**config.mk**
```make
export PLATFORM = sky130hd
export DESIGN_NAME = button_click_classifier
export DESIGN_NICKNAME = d
export VERILOG_FILES = /design/src/rtl/bcc_pkg.sv /design/src/rtl/button_click_classifier.sv
export SDC_FILE = /design/constraint.sdc
export NUM_CORES = 1
export LEC_CHECK = 0
export BUFFER_PORTS_ARGS = -buffer_cell sky130_fd_sc_hd__buf_2
export CAP_MARGIN = 20
export CORE_MARGIN = 2
export CORE_UTILIZATION = 35
export DETAILED_ROUTE_END_ITERATION = 8
export PLACE_DENSITY = 0.6
export SLEW_MARGIN = 20
export SYNTH_ARGS = -nofsm -noshare
export SYNTH_HDL_FRONTEND = slang
export SYNTH_SLANG_ARGS = --single-unit
```
**constraint.sdc**
```tcl
create_clock -name clk_i -period 5 [get_ports clk_i]
set_input_delay 1 -clock clk_i [delete_from_list [all_inputs] [get_ports clk_i]]
set_output_delay 1 -clock clk_i [all_outputs]
set_load 0.05 [all_outputs]
```
**src/rtl/bcc_pkg.sv**
```systemverilog
// Package for the button click classifier: request/result structs,
// register indexes, reset values and event codes. No dependencies.
package bcc_pkg;

  localparam int unsigned TIME_WIDTH_DEF = 16;
  localparam int unsigned CFG_W          = 16;
  localparam int unsigned CFG_IDX_W      = 3;
  localparam int unsigned STEP_W         = 8;

  // Configuration register indexes
  localparam logic [CFG_IDX_W-1:0] CFG_DOUBLE_GAP   = 3'd0;
  localparam logic [CFG_IDX_W-1:0] CFG_LONG_TIME    = 3'd1;
  localparam logic [CFG_IDX_W-1:0] CFG_MIN_TIME     = 3'd2;
  localparam logic [CFG_IDX_W-1:0] CFG_STUCK_TIME   = 3'd3;
  localparam logic [CFG_IDX_W-1:0] CFG_CONFIRM_TIME = 3'd4;
  localparam logic [CFG_IDX_W-1:0] CFG_SCAN_STEP    = 3'd5;

  // Register reset values
  localparam logic [CFG_W-1:0]  DOUBLE_GAP_RST   = 16'd400;
  localparam logic [CFG_W-1:0]  LONG_TIME_RST    = 16'd1000;
  localparam logic [CFG_W-1:0]  MIN_TIME_RST     = 16'd50;
  localparam logic [CFG_W-1:0]  STUCK_TIME_RST   = 16'd1500;
  localparam logic [CFG_W-1:0]  CONFIRM_TIME_RST = 16'd3000;
  localparam logic [STEP_W-1:0] SCAN_STEP_RST    = 8'd10;

  typedef enum logic [2:0] {
    EV_NONE    = 3'd0,
    EV_SHORT   = 3'd1,
    EV_LONG    = 3'd2,
    EV_DOUBLE  = 3'd3,
    EV_TIMEOUT = 3'd4
  } event_e;

  typedef struct packed {
    logic key_level;
    logic session_start;
    logic timed;
  } req_t;

  typedef struct packed {
    logic [2:0] event_res;
    logic [2:0] current_state;
  } rsp_t;

endpackage

```
**src/rtl/button_click_classifier.sv**
```systemverilog
// Button click classifier top level: request register, one pass of
// state machine and counter logic, result register. Uses bcc_pkg.
// Throughput: one request per cycle; the result register and the request
// register stall together when the result is not taken.
// Reset: asynchronous, active low; state idle, counters zero, registers
// at their default values.
module button_click_classifier #(
  parameter int unsigned TIME_WIDTH = bcc_pkg::TIME_WIDTH_DEF
) (
  input  logic                                clk_i,
  input  logic                                rst_ni,
  input  logic                                cfg_we_i,
  input  logic [bcc_pkg::CFG_IDX_W-1:0]       cfg_idx_i,
  input  logic [bcc_pkg::CFG_W-1:0]           cfg_data_i,
  input  logic                                in_valid_i,
  output logic                                in_ready_o,
  input  bcc_pkg::req_t                       in_req_i,
  output logic                                out_valid_o,
  input  logic                                out_ready_i,
  output bcc_pkg::rsp_t                       out_rsp_o
);
  import bcc_pkg::*;

  localparam int unsigned CMP_W = (TIME_WIDTH > CFG_W) ? TIME_WIDTH : CFG_W;
  localparam logic [TIME_WIDTH-1:0] TIME_MAX = {TIME_WIDTH{1'b1}};

  typedef enum logic [2:0] {
    ST_IDLE     = 3'd0,
    ST_PRESSED  = 3'd1,
    ST_RELEASED = 3'd2,
    ST_SHORT    = 3'd3,
    ST_LONG     = 3'd4,
    ST_DOUBLE   = 3'd5,
    ST_WAIT     = 3'd6
  } state_e;

  // Configuration registers
  logic [CFG_W-1:0]  dbl_gap_q, long_time_q, min_time_q, stuck_time_q, confirm_time_q;
  logic [STEP_W-1:0] scan_step_q;

  always_ff @(posedge clk_i or negedge rst_ni) begin
    if (!rst_ni) begin
      dbl_gap_q      <= DOUBLE_GAP_RST;
      long_time_q    <= LONG_TIME_RST;
      min_time_q     <= MIN_TIME_RST;
      stuck_time_q   <= STUCK_TIME_RST;
      confirm_time_q <= CONFIRM_TIME_RST;
      scan_step_q    <= SCAN_STEP_RST;
    end else if (cfg_we_i) begin
      unique case (cfg_idx_i)
        CFG_DOUBLE_GAP:   dbl_gap_q      <= cfg_data_i;
        CFG_LONG_TIME:    long_time_q    <= cfg_data_i;
        CFG_MIN_TIME:     min_time_q     <= cfg_data_i;
        CFG_STUCK_TIME:   stuck_time_q   <= cfg_data_i;
        CFG_CONFIRM_TIME: confirm_time_q <= cfg_data_i;
        CFG_SCAN_STEP:    scan_step_q    <= cfg_data_i[STEP_W-1:0];
        default: ;
      endcase
    end
  end

  // Request register and flow control
  logic in_valid_q;
  req_t req_q;
  logic advance, proc;

  assign advance    = !out_valid_o || out_ready_i;
  assign proc       = in_valid_q && advance;
  assign in_ready_o = !in_valid_q || advance;

  always_ff @(posedge clk_i or negedge rst_ni) begin
    if (!rst_ni) begin
      in_valid_q <= 1'b0;
    end else if (in_ready_o) begin
      in_valid_q <= in_valid_i;
    end
  end

  always_ff @(posedge clk_i) begin
    if (in_ready_o && in_valid_i) begin
      req_q <= in_req_i;
    end
  end

  // Classifier state
  state_e                state_q, state_d;
  logic [TIME_WIDTH-1:0] elapsed_q, elapsed_d;
  logic [TIME_WIDTH-1:0] since_press_q, since_press_d;
  logic [TIME_WIDTH-1:0] since_rel_q, since_rel_d;
  logic [TIME_WIDTH-1:0] held_q, held_d;
  logic                  timed_q, timed_d;
  event_e                ev_d;

  function automatic logic [TIME_WIDTH-1:0] sat_add(logic [TIME_WIDTH-1:0] a,
                                                    logic [STEP_W-1:0] b);
    logic [TIME_WIDTH:0] s;
    s = {1'b0, a} + (TIME_WIDTH+1)'(b);
    return s[TIME_WIDTH] ? TIME_MAX : s[TIME_WIDTH-1:0];
  endfunction

  logic pressed;
  logic [CMP_W-1:0] sp_c, sr_c, held_c, el_c;
  logic [CMP_W-1:0] dbl_c, long_c, min_c, stuck_c, conf_c;

  always_comb begin
    pressed = !req_q.key_level;
    // session start clears the counters before time advances
    elapsed_d     = sat_add(req_q.session_start ? '0 : elapsed_q, scan_step_q);
    since_press_d = sat_add(req_q.session_start ? '0 : since_press_q, scan_step_q);
    since_rel_d   = sat_add(req_q.session_start ? '0 : since_rel_q, scan_step_q);
    held_d        = req_q.session_start ? '0 : held_q;
    timed_d       = req_q.session_start ? req_q.timed : timed_q;
    state_d       = state_q;
    ev_d          = EV_NONE;

    sp_c    = CMP_W'(since_press_d);
    sr_c    = CMP_W'(since_rel_d);
    held_c  = CMP_W'(held_d);
    el_c    = CMP_W'(elapsed_d);
    dbl_c   = CMP_W'(dbl_gap_q);
    long_c  = CMP_W'(long_time_q);
    min_c   = CMP_W'(min_time_q);
    stuck_c = CMP_W'(stuck_time_q);
    conf_c  = CMP_W'(confirm_time_q);

    unique case (state_q)
      ST_IDLE: begin
        if (timed_d && el_c > conf_c) begin
          ev_d    = EV_TIMEOUT;
          timed_d = 1'b0;
        end else if (pressed) begin
          state_d       = ST_PRESSED;
          since_press_d = '0;
        end
      end
      ST_PRESSED: begin
        if (!pressed) begin
          held_d      = since_press_d;
          since_rel_d = '0;
          state_d     = ST_RELEASED;
        end else if (sp_c > long_c) begin
          state_d = ST_LONG;
        end else if (sp_c > stuck_c) begin
          state_d = ST_IDLE;
        end
      end
      ST_RELEASED: begin
        if (pressed && sr_c < dbl_c) begin
          state_d = ST_DOUBLE;
        end else if (held_c > min_c && sr_c > dbl_c) begin
          state_d = ST_SHORT;
        end else if (sr_c > stuck_c) begin
          state_d = ST_IDLE;
        end
      end
      ST_SHORT: begin
        ev_d    = EV_SHORT;
        state_d = ST_WAIT;
      end
      ST_LONG: begin
        ev_d    = EV_LONG;
        state_d = ST_WAIT;
      end
      ST_DOUBLE: begin
        ev_d    = EV_DOUBLE;
        state_d = ST_WAIT;
      end
      ST_WAIT: begin
        if (!pressed) state_d = ST_IDLE;
      end
      default: state_d = ST_IDLE;
    endcase
  end

  always_ff @(posedge clk_i or negedge rst_ni) begin
    if (!rst_ni) begin
      state_q       <= ST_IDLE;
      elapsed_q     <= '0;
      since_press_q <= '0;
      since_rel_q   <= '0;
      held_q        <= '0;
      timed_q       <= 1'b0;
      out_valid_o   <= 1'b0;
    end else begin
      if (proc) begin
        state_q       <= state_d;
        elapsed_q     <= elapsed_d;
        since_press_q <= since_press_d;
        since_rel_q   <= since_rel_d;
        held_q        <= held_d;
        timed_q       <= timed_d;
      end
      if (advance) out_valid_o <= in_valid_q;
    end
  end

  always_ff @(posedge clk_i) begin
    if (proc) begin
      out_rsp_o.event_res     <= ev_d;
      out_rsp_o.current_state <= state_d;
    end
  end

  // Checks
  a_short_then_wait: assert property (@(posedge clk_i) disable iff (!rst_ni)
    out_valid_o && out_rsp_o.event_res == EV_SHORT |-> out_rsp_o.current_state == ST_WAIT)
    else $error("short event without wait state");

  a_timeout_idle: assert property (@(posedge clk_i) disable iff (!rst_ni)
    out_valid_o && out_rsp_o.event_res == EV_TIMEOUT |-> out_rsp_o.current_state == ST_IDLE)
    else $error("timeout event outside idle");

  a_stall_full: assert property (@(posedge clk_i) disable iff (!rst_ni)
    !in_ready_o |-> out_valid_o && in_valid_q)
    else $error("request stalled with empty result register");

  a_result_source: assert property (@(posedge clk_i) disable iff (!rst_ni)
    $rose(out_valid_o) |-> $past(in_valid_q))
    else $error("result appeared without a request");

  a_timed_cleared: assert property (@(posedge clk_i) disable iff (!rst_ni)
    proc && ev_d == EV_TIMEOUT |=> !timed_q)
    else $error("timed session kept after timeout event");

endmodule
```
# --- Word level (Yosys, flattened, before mapping) ---
# Cells that the tools add are included.
op_classes:
  n_mux: 29
  n_reduce_logical: 19
  eq_ne: 11
  add_sub_neg: 3
  magnitude_cmp: 7
ops:
  columns: ["operator", "count"]
  rows:
  - ["16-bit 2-to-1 mux", 14]
  - ["16-bit > comparator", 6]
  - ["16-bit by 8-bit adder with 17-bit output", 3]
  - ["3-bit 2-to-1 mux", 10]
  - ["16-bit < comparator", 1]
  - ["3-bit equality test (second input constant)", 5]
  - ["3-bit case mux with 5 select lines", 1]
  - ["3-bit by 2-bit equality test with 1-bit output (second input constant)", 4]
  - ["3-bit case mux with 4 select lines", 1]
  - ["2-bit AND reduction", 6]
  - ["3-bit by 1-bit equality test with 1-bit output (second input constant)", 2]
  - ["3-bit logical NOT", 2]
  - ["1-bit logical AND", 5]
  - ["1-bit logical NOT", 3]
  - ["1-bit 2-to-1 mux", 3]
  - ["3-bit OR reduction", 1]
  - ["1-bit logical OR", 2]
totals:
  in_bits: 27
  word_cells: 88
  output_inout_bits: 8
  reg_bits: 167

# --- Logic depth before layout (Yosys ltp) ---
logic_depth:
  word_depth: 8
  depth_mapped: 23
  depth_no_buf: 18

# --- Worst setup path before layout ---
# Ideal clock, no wire load.
synth_path:
  path_type: "register to register"
  from: "register req_q[1] (netlist bit)"
  to: "register since_press_q[7]"
  period_less_slack_ns: 4.993
  setup_slack_ns: 0.007
  setup_time_ns: 0.134
  required_ns: 4.866
  arrival_time_ns: 4.859
  path_stages_with_launch: 22
  path_cell_list: "edfxtp_1 clkbuf_1 clkbuf_1 clkbuf_1 nor2b_1 ha_1 fa_1 a21o_1 a21boi_1 o21ai_0 a21o_1 nand3_1 clkbuf_1 buf_2 o21ai_0 ha_1 nand2_1 or2_1 or4_1 a31oi_1 buf_2 o31ai_1"
synth_between:
  elab_chain_len: 7
  elab_cells_between_ends: 12
synth_rtl:
  columns: ["item", "line_no", "rtl"]
  rows:
  - ["start, declared", "button_click_classifier.sv:64", "req_t req_q;"]
  - ["start signal, assigned", "button_click_classifier.sv:81", "req_q <= in_req_i;"]
  - ["16-bit 2-to-1 mux", "button_click_classifier.sv:108", "elapsed_d = sat_add(req_q.session_start ? '0 : elapsed_q, scan_step_q);"]
  - ["16-bit by 8-bit adder with 17-bit output", "button_click_classifier.sv:97", "s = {1'b0, a} + (TIME_WIDTH+1)'(b);"]
  - ["16-bit 2-to-1 mux", "button_click_classifier.sv:98", "return s[TIME_WIDTH] ? TIME_MAX : s[TIME_WIDTH-1:0];"]
  - ["net el_c[13]", "button_click_classifier.sv:102", "logic [CMP_W-1:0] sp_c, sr_c, held_c, el_c;"]
  - ["16-bit > comparator", "button_click_classifier.sv:128", "if (timed_d && el_c > conf_c) begin"]
  - ["1-bit logical AND", "button_click_classifier.sv:128", null]
  - ["16-bit 2-to-1 mux", "button_click_classifier.sv:128", null]
  - ["16-bit 2-to-1 mux", "button_click_classifier.sv:126", "unique case (state_q)"]
  - ["end signal, assigned", "button_click_classifier.sv:188", "since_press_q <= since_press_d;"]
  - ["end, declared", "button_click_classifier.sv:88", "logic [TIME_WIDTH-1:0] since_press_q, since_press_d;"]
# The timed path passes the listed nets, and every way through them passes these cells.
# A chain may end at the register's enable or synchronous reset.

# --- Final worst setup path ---
layout_path:
  from: "register req_q[1] (netlist bit)"
  to: "register out_rsp_o[1] (netlist bit) (data pin)"
layout_between:
  elab_chain_len: 8
  elab_cells_between_ends: 29
layout_rtl:
  columns: ["item", "line_no", "rtl"]
  rows:
  - ["16-bit 2-to-1 mux, on equally long branches", "button_click_classifier.sv:110, button_click_classifier.sv:109", null]
  - ["16-bit by 8-bit adder with 17-bit output", "button_click_classifier.sv:97", null]
  - ["16-bit 2-to-1 mux", "button_click_classifier.sv:98", null]
  - ["16-bit > comparator, on equally long branches", "button_click_classifier.sv:152, button_click_classifier.sv:143, button_click_classifier.sv:150", null]
  - ["3-bit 2-to-1 mux (tied with other cells)", "button_click_classifier.sv:152", "end else if (sr_c > stuck_c) begin"]
  - ["3-bit 2-to-1 mux, on equally long branches", "button_click_classifier.sv:150, button_click_classifier.sv:141", null]
  - ["3-bit 2-to-1 mux, on equally long branches", "button_click_classifier.sv:148, button_click_classifier.sv:137", null]
  - ["3-bit case mux with 5 select lines *", "button_click_classifier.sv:126", null]
  - ["net state_d[1]", "button_click_classifier.sv:86", "state_e state_q, state_d;"]
  - ["end, declared", "button_click_classifier.sv:20", "output bcc_pkg::rsp_t out_rsp_o"]
# The timed path passes the listed nets; every way through them passes the cells marked *.

==> impl_metrics.tcl <==
set metrics [dict create \
    cts.clk_slew.worst_paths_ps 70 \
    yosysSeqAreaShare 0.394 \
    hold_path_startpoint "since_press_q[4]$_DFFE_PN0P_" \
    avgSynthCellArea_um2 9.24 \
    switchingPower_mw 2.15 \
    path_common_cell "o21ai_0" \
    synth_cell_type_count 74 \
    fp.dieW_um 180 \
    rr_startpoint "req_q[1]$_DFFE_PP_" \
    internal_power_mw 3.33 \
    yosysTopAreaCellShare 0.301 \
    insertion_delay_ps 430 \
    drive_gt1_frac 0.138 \
    cp.arrival_ps 4870 \
    synth_area_mm2 0.0108 \
    drv_cap 0 \
    initial_core_util 0.354 \
    synthesis.nets 1318 \
    path_depth 18 \
    power_frac_comb 0.418 \
    syn_to_final_growth_pct 11.9 \
    cp-start-kind "flop" \
    ys_top_cells_by_count "137 x nand2_1, 130 x dfrtp_1, 118 x ha_1" \
    final_util 0.396 \
    core_area_mm2 0.0305 \
    hold_buffers 0 \
    worst_pin_slew_ps 1040 \
    startpoint "req_q[1]$_DFFE_PP_" \
    htreeDepth 4 \
    cp_top_family "compound AO/OA/AOI/OAI gates" \
    drt-initial-drc-count 647 \
    synth_area_leaders "dfrtp_1 30%, ha_1 14%, dfstp_2 6.8%" \
    grt_overflow 0 \
    cts_tree "yes" \
    rsz0062_at_grt "no" \
    finalSetupTns_ps 0 \
    r2r_end "out_rsp_o[1]$_DFFE_PP_" \
    ys_seq_elements 167 \
    path_class "reg2reg" \
    synth_top_area_cell "dfrtp_1" \
    drt_first_pass_iters 5 \
    power_leakage_nw 5.48 \
    r2r_setup_slack_ps 310 \
    status "finished, final reports clean" \
    grt_usage 0.187 \
    crit_end "out_rsp_o[1]$_DFFE_PP_" \
    yosysMostFrequentCell "nand2_1" \
    skew_ps 9.30 \
    min_path_type "reg2reg" \
    critPathBufInv 1 \
    die_h_um 180 \
    dp_cells 1578 \
    synthCells 1170 \
    dieArea_mm2 0.0323 \
    period_share 0.937 \
    viasPerCell 5.35 \
    grt_pass1_wl_mm 47.5 \
    crit_path_max_fanout 28 \
    hold_viol_final 0 \
    slew_headroom 0.305 \
    clock-sinks 167 \
    synth_ff_type "dfrtp_1" \
    critPathCaptureType "flop" \
    grt_max_degree 95 \
    drt-wirelength-per-cell_um 18.3 \
    slew_violations 0 \
    post-route-min-period_ps 4690 \
    vdd_ir_drop_max_mv 0.248 \
    grt_pass1_vias 8347 \
    io_pins 35 \
    crit_slowest_cell "edfxtp_1" \
    power_density_mw_per_mm2 453 \
    cts_buffer_depth 2 \
    clock.fmax_mhz 213 \
    p_sw_frac 0.393 \
    rr_worst_depth 18 \
    std_cell_rows 64 \
    gp_congestion 0.902 \
    synth_edf_count 9 \
    via_count 8625 \
    drc 0 \
    antenna_found_initial 0 \
    clkPwrFrac 0.233 \
    cts_root_buf "clkbuf_16" \
    synth_warnings 0 \
    cts_made_buffers 17 \
    port_buffers 34 \
    async_flop_share 0.946 \
    required_ps 5190 \
    path_cells "buf_6 > nor2b_1 > ha_1 > a21o_1 > a21oi_1 > o21ai_0 > nand3_1 > nand2_1 > xnor2_1 > o21ai_0 > ha_1 > a211oi_1 > o21ai_0 > o2111ai_1 > nand4_1 > o311ai_0 > o21ai_0 > o2bb2ai_1" \
    cp_slowest_stage_delay_ps 540 \
    n_antenna_cell 0 \
    wl_mm 29.5 \
    final_cells 1611 \
    seqPwrFrac 0.348 \
    detail-route-antenna-nets 0 \
    setup_violations 0 \
    final_nets 1350 \
    dp_hpwl_mm 22.2 \
]
-- state kept, by name (all words and copies together), names as in the netlist, 3 cells and up --
name / flops
req_q: 3
state_q: 3
since_rel_q: 16
stuck_c: 16
min_c: 16
elapsed_q: 16
long_c: 16
scan_step_q: 8
since_press_q: 16
held_q: 16
conf_c: 16
out_rsp_o: 6
dbl_c: 16
-- how the worst min path moves through the flow --
stage | slack (ps) | cells after the start | end
finish | 470 | 2 | since_press_q[4]$_DFFE_PN0P_
global route | 500 | 2 | since_press_q[0]$_DFFE_PN0P_
CTS | 480 | 2 | since_press_q[0]$_DFFE_PN0P_
detailed placement | 460 | 2 | since_press_q[0]$_DFFE_PN0P_
global placement | 460 | 2 | held_q[5]$_DFFE_PN0P_
floorplan | 440 | 2 | since_press_q[0]$_DFFE_PN0P_
-- worst min-delay path, delay by kind of cell, from the launching register on --
kind | cells | cell delay [ps]
AO/OA/AOI/OAI | 1 | 50
AND/OR/NAND/NOR | 1 | 50
flip-flops | 1 | 340
-- power by group through the flow --
stage / combinational (mW) / clock, mW / sequential [mW]
2_1_floorplan: 1.64 / 0 / 1.89
3_3_place_gp: 2.23 / 0 / 1.93
3_5_place_dp: 2.26 / 0 / 1.93
4_1_cts: 2.28 / 1.31 / 1.91
5_1_grt: 2.60 / 1.37 / 1.95
6_report: 2.29 / 1.28 / 1.91
-- what timing repair did --
action                                  CTS  global route
gates resized for setup                   0             7
buffers inserted                          0             1
endpoints found under the setup margin    0            22
-- layer usage --
layer	routed length, um	track usage	up-vias
met1	14200	0.272	4135
met4	477	0.0472	0
li1	-	-	4205
met2	13000	0.288	253
met3	1800	0.0328	32
met5	0	0	-
-- metrics by stage --
step	total power, mW	cell area (um2)	worst slack, ps	hold WS, ps
after CTS	5.49	12100	205	477
final	5.48	12100	313	472
after floorplan	3.52	10800	7.04	441
after global routing	5.91	12100	3.55	497
after global placement	4.15	11500	304	457
after detailed placement	4.19	11500	221	462
-- cell families (layout without fill, tap and decap cells) --
family                     after synthesis  after routing  share of synthesized area
muxes                                   33             33                     0.0339
DFF                                    167            167                      0.394
adders and majority gates              121            121                      0.142
buffers and inverters                  136            181                     0.0475
xor gates and xnor gates                34             34                     0.0275
AOI/OAI and AO/OA                      304            304                      0.182
and+or+nand+nor                        375            375                      0.172
-- final cells by class --
class | count | area [um2]
Inverter | 95 | 357
Sequential cell | 167 | 4260
Fill cell | 2984 | 18400
Tap cell | 396 | 495
Clock inverter | 10 | 96.3
Timing Repair Buffer | 54 | 347
Multi-Input combinational cell | 867 | 6090
Clock buffer | 22 | 454
-- cell usage in the layout (no fill, tap or decap), types with 7 or more instances in the layout --
cell type  count
and2_1         8
nor2b_1       49
nor2_1        66
a22o_1        14
a21o_1        18
mux2_2        29
a211oi_1       8
clkbuf_16     17
o21ai_0      111
nand4_1       23
nand2b_1      16
inv_1         94
nand3_1       23
edfxtp_1       9
o31ai_1       13
buf_2         33
xnor2_1       23
o211ai_1      10
a21oi_1       47
o21a_1        11
buf_4         17
nor3_1        12
nand2_1      136
and3_1         7
dfrtp_1      130
a31oi_1       14
ha_1         118
xor2_1        11
dfstp_2       28
o21ai_1        7
(Power assumes the default switching activity.)
